File: src/design/clock_cache_tag_engine_assert.svh
// Assertion macros for the tag engine controller.
`ifndef CLOCK_CACHE_TAG_ENGINE_ASSERT_SVH
`define CLOCK_CACHE_TAG_ENGINE_ASSERT_SVH

`ifndef ASSERT_OFF
// Checked property, disabled while reset is low.
`define CTE_ASSERT(lbl, clk, rst_n, prop, msg) \
    lbl: assert property (@(posedge clk) disable iff (!(rst_n)) (prop)) else $error(msg);
// Checked property, active during reset too.
`define CTE_ASSERT_ALWAYS(lbl, clk, prop, msg) \
    lbl: assert property (@(posedge clk) (prop)) else $error(msg);
`else
`define CTE_ASSERT(lbl, clk, rst_n, prop, msg)
`define CTE_ASSERT_ALWAYS(lbl, clk, prop, msg)
`endif

`endif

File: src/design/cte_pkg.sv
// Types, constants and controller/datapath interface of the tag engine.
package cte_pkg;

    localparam int MAX_SLOTS  = 64;
    localparam int SLOT_W     = $clog2(MAX_SLOTS);
    localparam int CFG_W      = 7;
    localparam logic [CFG_W-1:0] CFG_RESET = 7'd64;
    localparam int EXT_W      = (CFG_W > SLOT_W + 1) ? CFG_W : SLOT_W + 1;
    localparam int FILE_W     = 16;
    localparam int OFF_W      = 24;
    localparam int TAG_W      = FILE_W + OFF_W;
    localparam int CNT_W      = 32;
    localparam int SLOT_OUT_W = 6;

    // counter indexes
    localparam int CNT_RD_HIT  = 0;
    localparam int CNT_RD_MISS = 1;
    localparam int CNT_WR_HIT  = 2;
    localparam int CNT_WR_MISS = 3;
    localparam int CNT_NUM     = 4;

    typedef enum logic [1:0] {
        ACT_READ  = 2'd0,
        ACT_WRITE = 2'd1,
        ACT_TRUNC = 2'd2,
        ACT_NONE  = 2'd3
    } t_action;

    typedef struct packed {
        t_action             action;
        logic [FILE_W-1:0]   file_id;
        logic [OFF_W-1:0]    block_offset;
        logic [OFF_W-1:0]    new_size;
        logic                fetch_failed;
    } t_req;

    typedef struct packed {
        logic                  hit;
        logic [SLOT_OUT_W-1:0] slot;
        logic                  allocated;
        logic                  failed;
        logic [CNT_W-1:0]      read_hits;
        logic [CNT_W-1:0]      read_misses;
        logic [CNT_W-1:0]      write_hits;
        logic [CNT_W-1:0]      write_misses;
    } t_rsp;

    typedef enum logic [2:0] {
        ST_IDLE,
        ST_READ,
        ST_CMP,
        ST_SWEEP,
        ST_FILL,
        ST_FINISH
    } t_state;

    // controller to datapath
    typedef struct packed {
        logic load;
        logic ram_rd;
        logic idx_inc;
        logic hit_set;
        logic trunc_clr;
        logic fail_set;
        logic hand_wrap;
        logic hand_step;
        logic fill;
        logic finish;
    } t_dp_cmd;

    // datapath to controller
    typedef struct packed {
        logic is_trunc;
        logic is_read;
        logic fetch_failed;
        logic match;
        logic last;
        logic hand_recent;
    } t_dp_status;

endpackage

File: src/design/clock_cache_tag_engine.sv
// A lookup reads then compares slots from 0 and finishes on the first match; an allocating miss
// scans all n slots, sweeps past and clears each recent mark, then fills; a failed read miss or a
// truncate finishes after the full scan. One request at a time; the scan reads one slot at a time.
// busy drops with the result strobe, so the next request can be taken in that cycle.
// Reset clears valid/recent marks, hand and counters and sets the slot count to 64; the tag
// RAM is not cleared. o_done is a one-cycle strobe and cannot be held off.
module clock_cache_tag_engine (
    input  logic                      i_clk,
    input  logic                      i_rst_n,
    input  logic                      start,
    output logic                      busy,
    input  cte_pkg::t_req             i_req,
    output logic                      o_done,
    output cte_pkg::t_rsp             o_rsp,
    input  logic                      i_cfg_we,
    input  logic [cte_pkg::CFG_W-1:0] i_cfg_data
);

    cte_pkg::t_dp_cmd    cmd;
    cte_pkg::t_dp_status status;

    cte_ctrl u_ctrl (
        .i_clk    (i_clk),
        .i_rst_n  (i_rst_n),
        .i_start  (start),
        .i_action (i_req.action),
        .i_status (status),
        .o_cmd    (cmd),
        .o_busy   (busy)
    );

    cte_datapath u_datapath (
        .i_clk      (i_clk),
        .i_rst_n    (i_rst_n),
        .i_req      (i_req),
        .i_cfg_we   (i_cfg_we),
        .i_cfg_data (i_cfg_data),
        .i_cmd      (cmd),
        .o_status   (status),
        .o_done     (o_done),
        .o_rsp      (o_rsp)
    );

endmodule

File: src/design/cte_ram.sv
// Generic single-write, single-read RAM with registered read data.
module cte_ram #(
    parameter int WIDTH = 8,
    parameter int DEPTH = 16
) (
    input  logic                     i_clk,
    input  logic                     i_we,
    input  logic [$clog2(DEPTH)-1:0] i_waddr,
    input  logic [WIDTH-1:0]         i_wdata,
    input  logic                     i_re,
    input  logic [$clog2(DEPTH)-1:0] i_raddr,
    output logic [WIDTH-1:0]         o_rdata
);

    logic [WIDTH-1:0] r_mem [DEPTH];
    logic [WIDTH-1:0] r_rdata;

    always_ff @(posedge i_clk) begin
        if (i_we) begin
            r_mem[i_waddr] <= i_wdata;
        end
        if (i_re) begin
            r_rdata <= r_mem[i_raddr];
        end
    end

    assign o_rdata = r_rdata;

endmodule

File: src/design/cte_datapath.sv
// Tag datapath: request latch, tag memory, valid/recent marks, hand and counters.
module cte_datapath (
    input  logic                     i_clk,
    input  logic                     i_rst_n,
    input  cte_pkg::t_req            i_req,
    input  logic                     i_cfg_we,
    input  logic [cte_pkg::CFG_W-1:0] i_cfg_data,
    input  cte_pkg::t_dp_cmd         i_cmd,
    output cte_pkg::t_dp_status      o_status,
    output logic                     o_done,
    output cte_pkg::t_rsp            o_rsp
);

    cte_pkg::t_req                    r_req;
    logic [cte_pkg::CFG_W-1:0]        r_slots_in_use;
    logic [cte_pkg::SLOT_W-1:0]       r_idx;
    logic [cte_pkg::SLOT_W-1:0]       r_hand;
    logic [cte_pkg::MAX_SLOTS-1:0]    r_valid;
    logic [cte_pkg::MAX_SLOTS-1:0]    r_recent;
    logic [cte_pkg::CNT_NUM-1:0][cte_pkg::CNT_W-1:0] r_cnt;
    logic [cte_pkg::CNT_NUM-1:0][cte_pkg::CNT_W-1:0] n_cnt;
    logic                             r_hit;
    logic                             r_alloc;
    logic                             r_failed;
    logic [cte_pkg::SLOT_W-1:0]       r_slot;
    logic                             r_done;
    cte_pkg::t_rsp                    r_rsp;

    logic [cte_pkg::EXT_W-1:0]        slot_n;
    logic [cte_pkg::EXT_W-1:0]        cfg_ext;
    logic [cte_pkg::TAG_W-1:0]        tag_rd;
    logic [cte_pkg::FILE_W-1:0]       tag_file;
    logic [cte_pkg::OFF_W-1:0]        tag_off;
    logic                             is_trunc;
    logic                             match;
    logic [cte_pkg::SLOT_W-1:0]       n_hand_step;

    // effective slot count: zero acts as one, clamp to the array size
    assign cfg_ext = cte_pkg::EXT_W'(r_slots_in_use);
    always_comb begin
        if (r_slots_in_use == '0) begin
            slot_n = cte_pkg::EXT_W'(1);
        end else if (cfg_ext > cte_pkg::EXT_W'(cte_pkg::MAX_SLOTS)) begin
            slot_n = cte_pkg::EXT_W'(cte_pkg::MAX_SLOTS);
        end else begin
            slot_n = cfg_ext;
        end
    end

    // tag store, {file, offset} per slot
    cte_ram #(
        .WIDTH (cte_pkg::TAG_W),
        .DEPTH (cte_pkg::MAX_SLOTS)
    ) u_tag_ram (
        .i_clk   (i_clk),
        .i_we    (i_cmd.fill),
        .i_waddr (r_hand),
        .i_wdata ({r_req.file_id, r_req.block_offset}),
        .i_re    (i_cmd.ram_rd),
        .i_raddr (r_idx),
        .o_rdata (tag_rd)
    );

    assign tag_file = tag_rd[cte_pkg::TAG_W-1 -: cte_pkg::FILE_W];
    assign tag_off  = tag_rd[cte_pkg::OFF_W-1:0];
    assign is_trunc = (r_req.action == cte_pkg::ACT_TRUNC);

    // compare the slot just read; truncate matches offsets at or past new size
    always_comb begin
        match = r_valid[r_idx] && (tag_file == r_req.file_id);
        if (is_trunc) begin
            match = match && (tag_off >= r_req.new_size);
        end else begin
            match = match && (tag_off == r_req.block_offset);
        end
    end

    // next hand position with wrap at the slot count
    assign n_hand_step = (cte_pkg::EXT_W'(r_hand) + 1'b1 >= slot_n) ? '0 : r_hand + 1'b1;

    always_comb begin
        o_status.is_trunc     = is_trunc;
        o_status.is_read      = (r_req.action == cte_pkg::ACT_READ);
        o_status.fetch_failed = r_req.fetch_failed;
        o_status.match        = match;
        o_status.last         = (cte_pkg::EXT_W'(r_idx) + 1'b1 >= slot_n);
        o_status.hand_recent  = r_recent[r_hand];
    end

    // saturating counter update for the finished request
    always_comb begin
        n_cnt = r_cnt;
        if (r_req.action == cte_pkg::ACT_READ) begin
            if (r_hit) begin
                if (r_cnt[cte_pkg::CNT_RD_HIT] != '1) begin
                    n_cnt[cte_pkg::CNT_RD_HIT] = r_cnt[cte_pkg::CNT_RD_HIT] + 1'b1;
                end
            end else if (r_cnt[cte_pkg::CNT_RD_MISS] != '1) begin
                n_cnt[cte_pkg::CNT_RD_MISS] = r_cnt[cte_pkg::CNT_RD_MISS] + 1'b1;
            end
        end else if (r_req.action == cte_pkg::ACT_WRITE) begin
            if (r_hit) begin
                if (r_cnt[cte_pkg::CNT_WR_HIT] != '1) begin
                    n_cnt[cte_pkg::CNT_WR_HIT] = r_cnt[cte_pkg::CNT_WR_HIT] + 1'b1;
                end
            end else if (r_cnt[cte_pkg::CNT_WR_MISS] != '1) begin
                n_cnt[cte_pkg::CNT_WR_MISS] = r_cnt[cte_pkg::CNT_WR_MISS] + 1'b1;
            end
        end
    end

    // configuration register
    always_ff @(posedge i_clk) begin
        if (!i_rst_n) begin
            r_slots_in_use <= cte_pkg::CFG_RESET;
        end else if (i_cfg_we) begin
            r_slots_in_use <= i_cfg_data;
        end
    end

    // marks, hand, counters, strobe
    always_ff @(posedge i_clk) begin
        if (!i_rst_n) begin
            r_valid  <= '0;
            r_recent <= '0;
            r_hand   <= '0;
            r_cnt    <= '0;
            r_done   <= 1'b0;
        end else begin
            r_done <= i_cmd.finish;
            if (i_cmd.hit_set) begin
                r_recent[r_idx] <= 1'b1;
            end
            if (i_cmd.trunc_clr) begin
                r_valid[r_idx] <= 1'b0;
            end
            if (i_cmd.hand_wrap && (cte_pkg::EXT_W'(r_hand) >= slot_n)) begin
                r_hand <= '0;
            end
            if (i_cmd.hand_step) begin
                r_recent[r_hand] <= 1'b0;
                r_hand           <= n_hand_step;
            end
            if (i_cmd.fill) begin
                r_valid[r_hand]  <= 1'b1;
                r_recent[r_hand] <= 1'b1;
            end
            if (i_cmd.finish) begin
                r_cnt <= n_cnt;
            end
        end
    end

    // request latch, scan index and per-request result flags
    always_ff @(posedge i_clk) begin
        if (i_cmd.load) begin
            r_req    <= i_req;
            r_idx    <= '0;
            r_hit    <= 1'b0;
            r_alloc  <= 1'b0;
            r_failed <= 1'b0;
            r_slot   <= '0;
        end else begin
            if (i_cmd.idx_inc) begin
                r_idx <= r_idx + 1'b1;
            end
            if (i_cmd.hit_set) begin
                r_hit  <= 1'b1;
                r_slot <= r_idx;
            end
            if (i_cmd.fail_set) begin
                r_failed <= 1'b1;
            end
            if (i_cmd.fill) begin
                r_alloc <= 1'b1;
                r_slot  <= r_hand;
            end
        end
    end

    // result register
    always_ff @(posedge i_clk) begin
        if (i_cmd.finish) begin
            r_rsp.hit          <= r_hit;
            r_rsp.slot         <= cte_pkg::SLOT_OUT_W'(r_slot);
            r_rsp.allocated    <= r_alloc;
            r_rsp.failed       <= r_failed;
            r_rsp.read_hits    <= n_cnt[cte_pkg::CNT_RD_HIT];
            r_rsp.read_misses  <= n_cnt[cte_pkg::CNT_RD_MISS];
            r_rsp.write_hits   <= n_cnt[cte_pkg::CNT_WR_HIT];
            r_rsp.write_misses <= n_cnt[cte_pkg::CNT_WR_MISS];
        end
    end

    assign o_done = r_done;
    assign o_rsp  = r_rsp;

endmodule

File: src/design/cte_ctrl.sv
// Controller: tag scan, clock sweep and fill sequencing.
`include "clock_cache_tag_engine_assert.svh"

module cte_ctrl (
    input  logic                i_clk,
    input  logic                i_rst_n,
    input  logic                i_start,
    input  cte_pkg::t_action    i_action,
    input  cte_pkg::t_dp_status i_status,
    output cte_pkg::t_dp_cmd    o_cmd,
    output logic                o_busy
);

    cte_pkg::t_state r_state;
    cte_pkg::t_state n_state;
    logic            accept;

    assign o_busy = (r_state != cte_pkg::ST_IDLE);
    assign accept = i_start && !o_busy;

    always_ff @(posedge i_clk) begin
        if (!i_rst_n) begin
            r_state <= cte_pkg::ST_IDLE;
        end else begin
            r_state <= n_state;
        end
    end

    // next state
    always_comb begin
        n_state = r_state;
        unique case (r_state)
            cte_pkg::ST_IDLE: begin
                if (accept) begin
                    n_state = (i_action == cte_pkg::ACT_NONE) ? cte_pkg::ST_FINISH
                                                              : cte_pkg::ST_READ;
                end
            end
            cte_pkg::ST_READ: begin
                n_state = cte_pkg::ST_CMP;
            end
            cte_pkg::ST_CMP: begin
                if (i_status.is_trunc) begin
                    n_state = i_status.last ? cte_pkg::ST_FINISH : cte_pkg::ST_READ;
                end else if (i_status.match) begin
                    n_state = cte_pkg::ST_FINISH;
                end else if (!i_status.last) begin
                    n_state = cte_pkg::ST_READ;
                end else if (i_status.is_read && i_status.fetch_failed) begin
                    n_state = cte_pkg::ST_FINISH;
                end else begin
                    n_state = cte_pkg::ST_SWEEP;
                end
            end
            cte_pkg::ST_SWEEP: begin
                if (!i_status.hand_recent) begin
                    n_state = cte_pkg::ST_FILL;
                end
            end
            cte_pkg::ST_FILL: begin
                n_state = cte_pkg::ST_FINISH;
            end
            cte_pkg::ST_FINISH: begin
                n_state = cte_pkg::ST_IDLE;
            end
            default: begin
                n_state = cte_pkg::ST_IDLE;
            end
        endcase
    end

    // datapath commands
    always_comb begin
        o_cmd = '0;
        unique case (r_state)
            cte_pkg::ST_IDLE: begin
                o_cmd.load = accept;
            end
            cte_pkg::ST_READ: begin
                o_cmd.ram_rd = 1'b1;
            end
            cte_pkg::ST_CMP: begin
                if (i_status.is_trunc) begin
                    o_cmd.trunc_clr = i_status.match;
                    o_cmd.idx_inc   = !i_status.last;
                end else if (i_status.match) begin
                    o_cmd.hit_set = 1'b1;
                end else if (!i_status.last) begin
                    o_cmd.idx_inc = 1'b1;
                end else if (i_status.is_read && i_status.fetch_failed) begin
                    o_cmd.fail_set = 1'b1;
                end else begin
                    o_cmd.hand_wrap = 1'b1;
                end
            end
            cte_pkg::ST_SWEEP: begin
                o_cmd.hand_step = i_status.hand_recent;
            end
            cte_pkg::ST_FILL: begin
                o_cmd.fill = 1'b1;
            end
            cte_pkg::ST_FINISH: begin
                o_cmd.finish = 1'b1;
            end
            default: begin
                o_cmd = '0;
            end
        endcase
    end

    // a new request always starts a scan or goes straight to finish
    `CTE_ASSERT(a_accept_next, i_clk, i_rst_n, accept |=> (r_state == cte_pkg::ST_READ || r_state == cte_pkg::ST_FINISH), "accepted request did not start")
    // a fill is always followed by the finish step
    `CTE_ASSERT(a_fill_finish, i_clk, i_rst_n, o_cmd.fill |=> o_cmd.finish, "fill not followed by finish")
    // the sweep stops on the first slot with a clear recent mark
    `CTE_ASSERT(a_sweep_stop, i_clk, i_rst_n, (r_state == cte_pkg::ST_SWEEP && !i_status.hand_recent) |=> o_cmd.fill, "sweep passed a clear slot")
    // hit, fail and fill are mutually exclusive outcomes
    `CTE_ASSERT_ALWAYS(a_outcome_excl, i_clk, $onehot0({o_cmd.hit_set, o_cmd.fail_set, o_cmd.fill, o_cmd.hand_wrap}), "conflicting lookup outcomes")

endmodule

File: config.mk
export PLATFORM = sky130hd
export DESIGN_NAME = clock_cache_tag_engine
export DESIGN_NICKNAME = d
export VERILOG_FILES = /design/src/design/cte_pkg.sv /design/src/design/clock_cache_tag_engine.sv /design/src/design/cte_ram.sv /design/src/design/cte_datapath.sv /design/src/design/cte_ctrl.sv
export VERILOG_INCLUDE_DIRS = /design/src /design/src/design
export SDC_FILE = /design/constraint.sdc
export NUM_CORES = 2
export LEC_CHECK = 0
export BUFFER_PORTS_ARGS = -buffer_cell sky130_fd_sc_hd__buf_2
export CORE_MARGIN = 2
export CORE_UTILIZATION = 60
export CTS_BUF_LIST = sky130_fd_sc_hd__clkbuf_2
export CTS_CLUSTER_SIZE = 20
export DETAILED_ROUTE_END_ITERATION = 8
export GPL_ROUTABILITY_DRIVEN = 0
export PLACE_DENSITY = 0.73
export SYNTH_ARGS = -nofsm -noshare
export SYNTH_HDL_FRONTEND = slang
export SYNTH_HIERARCHICAL = 1
export SYNTH_SLANG_ARGS = --single-unit
File: constraint.sdc
create_clock -name i_clk -period 40.7 [get_ports i_clk]
set_input_delay 8.14 -clock i_clk [delete_from_list [all_inputs] [get_ports i_clk]]
set_output_delay 8.14 -clock i_clk [all_outputs]
set_load 0.005 [all_outputs]
# [Word-level counts from Yosys, hierarchy flattened]
# Memories as Yosys holds them, arrays and structs flattened. A register that Yosys moved wholly into a read port is not among the register bits.
# Cells that the tools add are included.
[op_classes] add_sub_neg=8 n_eq_ne=16 n_mux=63 n_reduce_logical=17 bitwise=7 n_lt_le_gt_ge=9
[ops] cell="$mux W64" count=11
[ops] cell="$mux W32" count=8
[ops] cell="$or A64 B64 Y64" count=3
[ops] cell="$add A32 B1 Y32 const B" count=4
[ops] cell="$and A64 B64 Y64" count=2
[ops] cell="$ne A32 B32 Y1 const B" count=4
[ops] cell="$not A64 Y64" count=2
[ops] cell="$mux W6" count=5
[ops] cell="$eq A24 B24 Y1" count=1
[ops] cell="$ge A24 B24 Y1" count=1
[ops] cell="$mux W3" count=8
[ops] cell="$mux W1" count=20
[ops] cell="$eq A16 B16 Y1" count=1
[ops] cell="$pmux W3 S5" count=1
[ops] cell="$add A6 B1 Y7 const B" count=2
[ops] cell="$ge A7 B7 Y1" count=2
[ops] cell="$lt A6 B7 Y1 const B" count=2
[ops] cell="$mux W7" count=2
[ops] cell="$add A6 B1 Y6 const B" count=2
[ops] cell="$bmux W1 S6" count=2
[ops] cell="$demux W1 S6" count=2
[ops] cell="$ge A6 B1 Y1 const B" count=2
[ops] cell="$logic_and A1 B1 Y1" count=8
[ops] cell="$ge A6 B7 Y1" count=1
[ops] cell="other kinds (17)" count=24
[word_totals] ff_bits=492 memories=1 output_inout_bits=139 in_bits=78 word_cells=149 ram_bits=2560
[mem_list] memory="u_datapath.u_tag_ram.r_mem" words=64 width=40 rd=1 rd_clocked_by_memory_dff=1 wr=1 line="cte_ram.sv:15" rtl="logic [WIDTH-1:0] r_mem [DEPTH];"

# [Logic depth before layout (Yosys ltp)]
[logic_depth] depth_word=15 ltp_mapped=18

# [By module]
# The synthesis kept the hierarchy.
[modules_own_cells] module="cte_ram" n_inst=1 cells_per_inst=4195 area_each_um2=98236.7 seq_area_each_um2=78074.9
[modules_own_cells] module="cte_datapath" n_inst=1 cells_per_inst=2489 area_each_um2=23839.1 seq_area_each_um2=11831.3
[modules_own_cells] module="cte_ctrl" n_inst=1 cells_per_inst=38 area_each_um2=289.0 seq_area_each_um2=60.1

# [Worst setup path before layout]
# OpenSTA, ideal clock, no wires.
[synth_path] path_type="flip-flop to flip-flop" startpoint="register u_ctrl.r_state[0]" endpoint="register u_datapath/r_cnt[12] (netlist bit)" n_path_buf=0 path_stages_with_launch=7 synth_period_minus_slack_ns=13.431 setup_time_ns=0.070 arrival_ns=13.360 slack_ns=27.269 cell_sequence="dfxtp_1 -> inv_1 -> nor3b_1 -> inv_1 -> a211o_2 -> or4_2 -> a21oi_1"
[synth_rtl] element="start: declaration" line="cte_ctrl.sv:14" rtl="cte_pkg::t_state r_state;"
[synth_rtl] element="start signal: assignment" line="cte_ctrl.sv:23" rtl="r_state <= cte_pkg::ST_IDLE;"
[synth_rtl] element="start signal: assignment" line="cte_ctrl.sv:25" rtl="r_state <= n_state;"
[synth_rtl] element="end signal: assignment" line="cte_datapath.sv:149" rtl="r_cnt <= n_cnt;"
[synth_rtl] element="end: declaration" line="cte_datapath.sv:20" rtl="logic [cte_pkg::CNT_NUM-1:0][cte_pkg::CNT_W-1:0] r_cnt;"

# [Worst setup path in the final report]
[layout_path] startpoint="register u_ctrl.r_state[1]" endpoint="output port busy"
[layout_between] elab_chain_len=1
[layout_lines] element="$reduce_bool A3 Y1" line="cte_ctrl.sv:18" rtl="assign o_busy = (r_state != cte_pkg::ST_IDLE);"
[layout_lines] element="end: declaration" line="clock_cache_tag_engine.sv:11" rtl="output logic busy,"
# No other way between the ends.

==> flow_summary.html <==
<table>
<tr><th>Metric</th><th>Value</th></tr>
<tr><th colspan="2">Outcome</th></tr>
<tr><td>Result of the run</td><td>finished clean</td></tr>
<tr><th colspan="2">Placement</th></tr>
<tr><td>HPWL after detailed placement</td><td>between 150000 and 200000 um</td></tr>
<tr><td>Place WS</td><td>30.22 ns</td></tr>
<tr><td>Count of port buffers added during placement</td><td>between 200 and 250</td></tr>
<tr><th colspan="2">Floorplan</th></tr>
<tr><td>Chip Height</td><td>roughly 460 um</td></tr>
<tr><td>Full die area</td><td>slightly above 0.2 mm2</td></tr>
<tr><td>Io pins</td><td>217</td></tr>
<tr><td>Starting density of the core</td><td>~60%</td></tr>
<tr><td>Cell row count</td><td>between 150 and 200</td></tr>
<tr><td>Core region area</td><td>roughly 0.2 mm2</td></tr>
<tr><td>Horizontal die dimension</td><td>approximately 460 um</td></tr>
<tr><th colspan="2">Clock tree</th></tr>
<tr><td>Post-cts hold buffer count</td><td>0</td></tr>
<tr><td>Post-CTS Repair Setup Buffers</td><td>0</td></tr>
<tr><td>Clock sink count</td><td>3092</td></tr>
<tr><td>Maximum root-to-sink buffer count</td><td>4</td></tr>
<tr><td>CTS tree</td><td>built</td></tr>
<tr><td>Number of buffers inserted during clock tree synthesis</td><td>around 740</td></tr>
<tr><td>Clock latency reported for the late side of the worst-skew pair</td><td>about 2.0 ns</td></tr>
<tr><td>Cell at the root of the clock tree</td><td>sky130_fd_sc_hd__clkbuf_2</td></tr>
<tr><td>Number of resized instances in the post-cts repair step</td><td>0</td></tr>
<tr><td>Clock transition at path regs</td><td>~0.12 ns</td></tr>
<tr><td>H-Tree Level Count</td><td>6</td></tr>
<tr><th colspan="2">Worst setup path</th></tr>
<tr><td>Critical setup path kind</td><td>reg -&gt; out</td></tr>
<tr><td>Worst path arrival time</td><td>about 2.9 ns</td></tr>
<tr><td>Worst-path maximum fanout</td><td>10</td></tr>
<tr><td>Crit path launch type</td><td>flip-flop</td></tr>
<tr><td>Count of cells along the worst register-to-register path</td><td>10</td></tr>
<tr><td>Required time at the endpoint of the critical path</td><td>32.56 ns</td></tr>
<tr><td>Endpoint type of the worst setup path</td><td>output port</td></tr>
<tr><th colspan="2">Synth</th></tr>
<tr><td>Number of enable flip-flop cells after synthesis</td><td>around 2800</td></tr>
<tr><td>Number of warnings reported in the yosys synthesis log</td><td>6</td></tr>
<tr><td>Summed instance area of the synthesized netlist</td><td>approximately 0.12 mm2</td></tr>
<tr><td>Largest area contributor in the netlist</td><td>sky130_fd_sc_hd__edfxtp_1</td></tr>
<tr><td>Sequential area share after synthesis</td><td>about 74%</td></tr>
<tr><td>Most common cell in the synthesized netlist</td><td>sky130_fd_sc_hd__edfxtp_1</td></tr>
<tr><td>Ys async rst share</td><td>0%</td></tr>
<tr><td>Avg Inst Size Synth</td><td>roughly 18 um2</td></tr>
<tr><td>Cell count after synthesis</td><td>between 6000 and 7000</td></tr>
<tr><td>Post-synth top area share</td><td>slightly below 70%</td></tr>
<tr><td>Cell types with the largest area share after synthesis</td><td>sky130_fd_sc_hd__edfxtp_1, sky130_fd_sc_hd__mux4_2, sky130_fd_sc_hd__dfxtp_1</td></tr>
<tr><td>Leading register cell type out of synthesis</td><td>sky130_fd_sc_hd__edfxtp_1</td></tr>
<tr><td>Number of distinct library cells after synthesis</td><td>86</td></tr>
<tr><td>FF+latch count, synth</td><td>3092</td></tr>
<tr><td>Post-Syn Nets</td><td>6850</td></tr>
<tr><td>Top cells by count, synth</td><td>sky130_fd_sc_hd__edfxtp_1, sky130_fd_sc_hd__mux4_2, sky130_fd_sc_hd__nor2_1</td></tr>
<tr><th colspan="2">Timing</th></tr>
<tr><td>Highest clock frequency the design can meet</td><td>90.5 MHz</td></tr>
<tr><td>Max-slew headroom at the worst pin</td><td>between 7 and 8%</td></tr>
<tr><td>Fin Clk Skew</td><td>approximately 0.14 ns</td></tr>
<tr><td>Crit share post-route</td><td>between 20% and 30%</td></tr>
<tr><td>Final Max Tran Viols</td><td>0</td></tr>
<tr><td>Fin. Hold Viols</td><td>0</td></tr>
<tr><td>Setup slack of the critical path after layout</td><td>about 30 ns</td></tr>
<tr><td>RSZ-0062 raised after global routing</td><td>no</td></tr>
<tr><td>Final worst path period need</td><td>11.05 ns</td></tr>
<tr><td>Post-Route Setup TNS</td><td>0 ns</td></tr>
<tr><td>Worst hold margin</td><td>~0.42 ns</td></tr>
<tr><td>Actual transition at the worst max-transition pin</td><td>about 1.4 ns</td></tr>
<tr><td>Count of final setup violators</td><td>0</td></tr>
<tr><th colspan="2">Route</th></tr>
<tr><td>Vias after detailed routing</td><td>approximately 70000</td></tr>
<tr><td>Final WL</td><td>321000 um</td></tr>
<tr><td>Top routing layer in use</td><td>met5</td></tr>
<tr><td>Antenna-violating nets left</td><td>0</td></tr>
<tr><td>DRC violations left</td><td>0</td></tr>
<tr><td>Wire length per cell</td><td>around 30 um</td></tr>
<tr><td>Ratio of routed vias to standard cells</td><td>around 6.6</td></tr>
<tr><td>Length of the first detailed-routing pass in iterations</td><td>8</td></tr>
<tr><td>Met3 wire length</td><td>approximately 35000 um</td></tr>
<tr><td>Total met2 wirelength after detailed routing</td><td>~150000 um</td></tr>
<tr><td>Wl on met1</td><td>117000 um</td></tr>
<tr><td>Number of DRC violations after detailed-routing iteration 0</td><td>roughly 9500</td></tr>
<tr><th colspan="2">Final layout</th></tr>
<tr><td>Count of nets after finishing</td><td>about 7600</td></tr>
<tr><td>Fraction of final layout cells with drive strength greater than 1</td><td>about 29%</td></tr>
<tr><td>Area added between synthesis and finish</td><td>9.10%</td></tr>
<tr><th colspan="2">Pwr</th></tr>
<tr><td>Net Sw Frac</td><td>about 24%</td></tr>
<tr><td>Power per cell area</td><td>around 43 mW/mm2</td></tr>
<tr><td>Cell internal pwr</td><td>4380 uW</td></tr>
<tr><td>Clk network pwr share</td><td>approximately 34%</td></tr>
<tr><td>Proportion of power drawn by flip-flops and latches</td><td>between 60% and 70%</td></tr>
<tr><td>Leak</td><td>roughly 0.043 uW</td></tr>
<tr><td>Maximum ir drop on the vdd rail</td><td>around 33 uV</td></tr>
<tr><td>Gate power share</td><td>5.3%</td></tr>
<tr><td>Switching power total</td><td>between 1000 and 1500 uW</td></tr>
<tr><th colspan="2">Worst hold path</th></tr>
<tr><td>Tightest Hold Check Type</td><td>reg -&gt; reg</td></tr>
<tr><td>Depth of the worst hold-timing path</td><td>0</td></tr>
<tr><th colspan="2">Global route</th></tr>
<tr><td>Global-route wire length before repair</td><td>between 400000 and 500000 um</td></tr>
<tr><td>Number of global-route vias before repair</td><td>~70000</td></tr>
<tr><td>Total Routing Usage GR</td><td>a little under a third</td></tr>
<tr><td>Pin count of the biggest net entering global routing</td><td>about 110</td></tr>
<tr><td>Number of antenna violations at the first check in global routing</td><td>7</td></tr>
<tr><td>Overflow left after global routing</td><td>0</td></tr>
<tr><th colspan="2">Job</th></tr>
<tr><td>Max-cap viol count</td><td>0</td></tr>
</table>
## flip-flops by register name (all words and copies together) (netlist names), 6 cells and up
signal                        count
u_datapath/u_tag_ram/r_mem     2560
u_datapath/o_rsp                137
u_datapath/r_cnt                128
u_datapath/u_tag_ram/o_rdata     40
u_datapath/r_req                 66
u_datapath/r_valid               64
u_datapath/r_recent              64
u_datapath/cfg_ext                7
u_datapath/r_slot                 6
u_datapath/r_hand                 6
u_datapath/r_idx                  6
## path summary, 6_finish.rpt
check / endpoint / from / slack [ns]
hold reg to reg: u_datapath/o_rsp[132]$_DFFE_PP_ / u_datapath/r_slot[2]$_SDFFE_PP0P_ / 0.42
setup reg to reg: u_datapath/u_tag_ram/o_rdata[19]$_DFFE_PP_ / u_datapath/r_idx[0]$_SDFFE_PP0P_ / 33.99
hold / removal: u_datapath/o_rsp[132]$_DFFE_PP_ / u_datapath/r_slot[2]$_SDFFE_PP0P_ / 0.42
setup / recovery: busy / u_ctrl/r_state[1]$_SDFFE_PN0P_ / 29.65
## critical path, stage by stage (launching register included)
cell                      delay, ns
sky130_fd_sc_hd__dfxtp_1       0.44
sky130_fd_sc_hd__or3_4         0.44
sky130_fd_sc_hd__buf_2         0.15
## power by group through the flow
stage | Sequential [uW] | Clock (uW) | Combinational, uW
2_1_floorplan | 3600 | 0 | 187
6_report | 3500 | 1970 | 304
3_5_place_dp | 3570 | 0 | 305
5_1_grt | 3500 | 2170 | 325
3_3_place_gp | 3570 | 0 | 298
4_1_cts | 3500 | 2010 | 306
## layer usage
metal	track usage, %	vias up
met5	0	-
met4	14.6	2
met3	6.88	735
met2	48.4	4506
met1	41.1	35700
li1	-	29200
## final cells by class
type | instances | area (um2)
repair buffers | 417 | 2640
clock inverters | 195 | 1080
well taps | 2672 | 3340
inverters | 42 | 163
fillers | 13800 | 69000
flip-flops and latches | 3092 | 90000
multi-input cells | 3199 | 30900
diodes | 9 | 22.5
clock buffers | 1076 | 5390
## cell families after synthesis
group           share of synthesized area (%)
flops                                    73.5
simple gates                             4.81
compound gates                           4.73
mux                                      13.1
buf+inv                                  1.68
xor+xnor                                 1.60
fa+ha+maj                               0.511
## metrics by stage
step / cells / instance area, um2 / total power, uW / utilization, %
finish: 10700 / 134000 / 5770 / 65.9
global route: 10700 / 134000 / 5990 / 65.9
CTS: 10700 / 133000 / 5820 / 65.9
detailed placement: 9422 / 127000 / 3880 / 62.7
global placement: 9422 / 127000 / 3870 / 62.7
floorplan: 6722 / 122000 / 3780 / -
## cells in the final DEF, fill, tap and decap left out, types with 63 or more instances in the layout
cell and instances:
sky130_fd_sc_hd__a21oi_1 305, sky130_fd_sc_hd__buf_2 216, sky130_fd_sc_hd__buf_4 197, sky130_fd_sc_hd__clkbuf_2 1076, sky130_fd_sc_hd__clkinv_1 160, sky130_fd_sc_hd__dfxtp_1 280, sky130_fd_sc_hd__edfxtp_1 2804, sky130_fd_sc_hd__mux2i_1 164
sky130_fd_sc_hd__mux4_2 616, sky130_fd_sc_hd__nand2_1 280, sky130_fd_sc_hd__nand3_1 118, sky130_fd_sc_hd__nor2_1 243, sky130_fd_sc_hd__nor2_4 63, sky130_fd_sc_hd__o21ai_0 110, sky130_fd_sc_hd__o22ai_1 184, sky130_fd_sc_hd__xnor2_1 116
sky130_fd_sc_hd__xor2_1 108
Note: power is estimated with default switching activity, not from simulation.
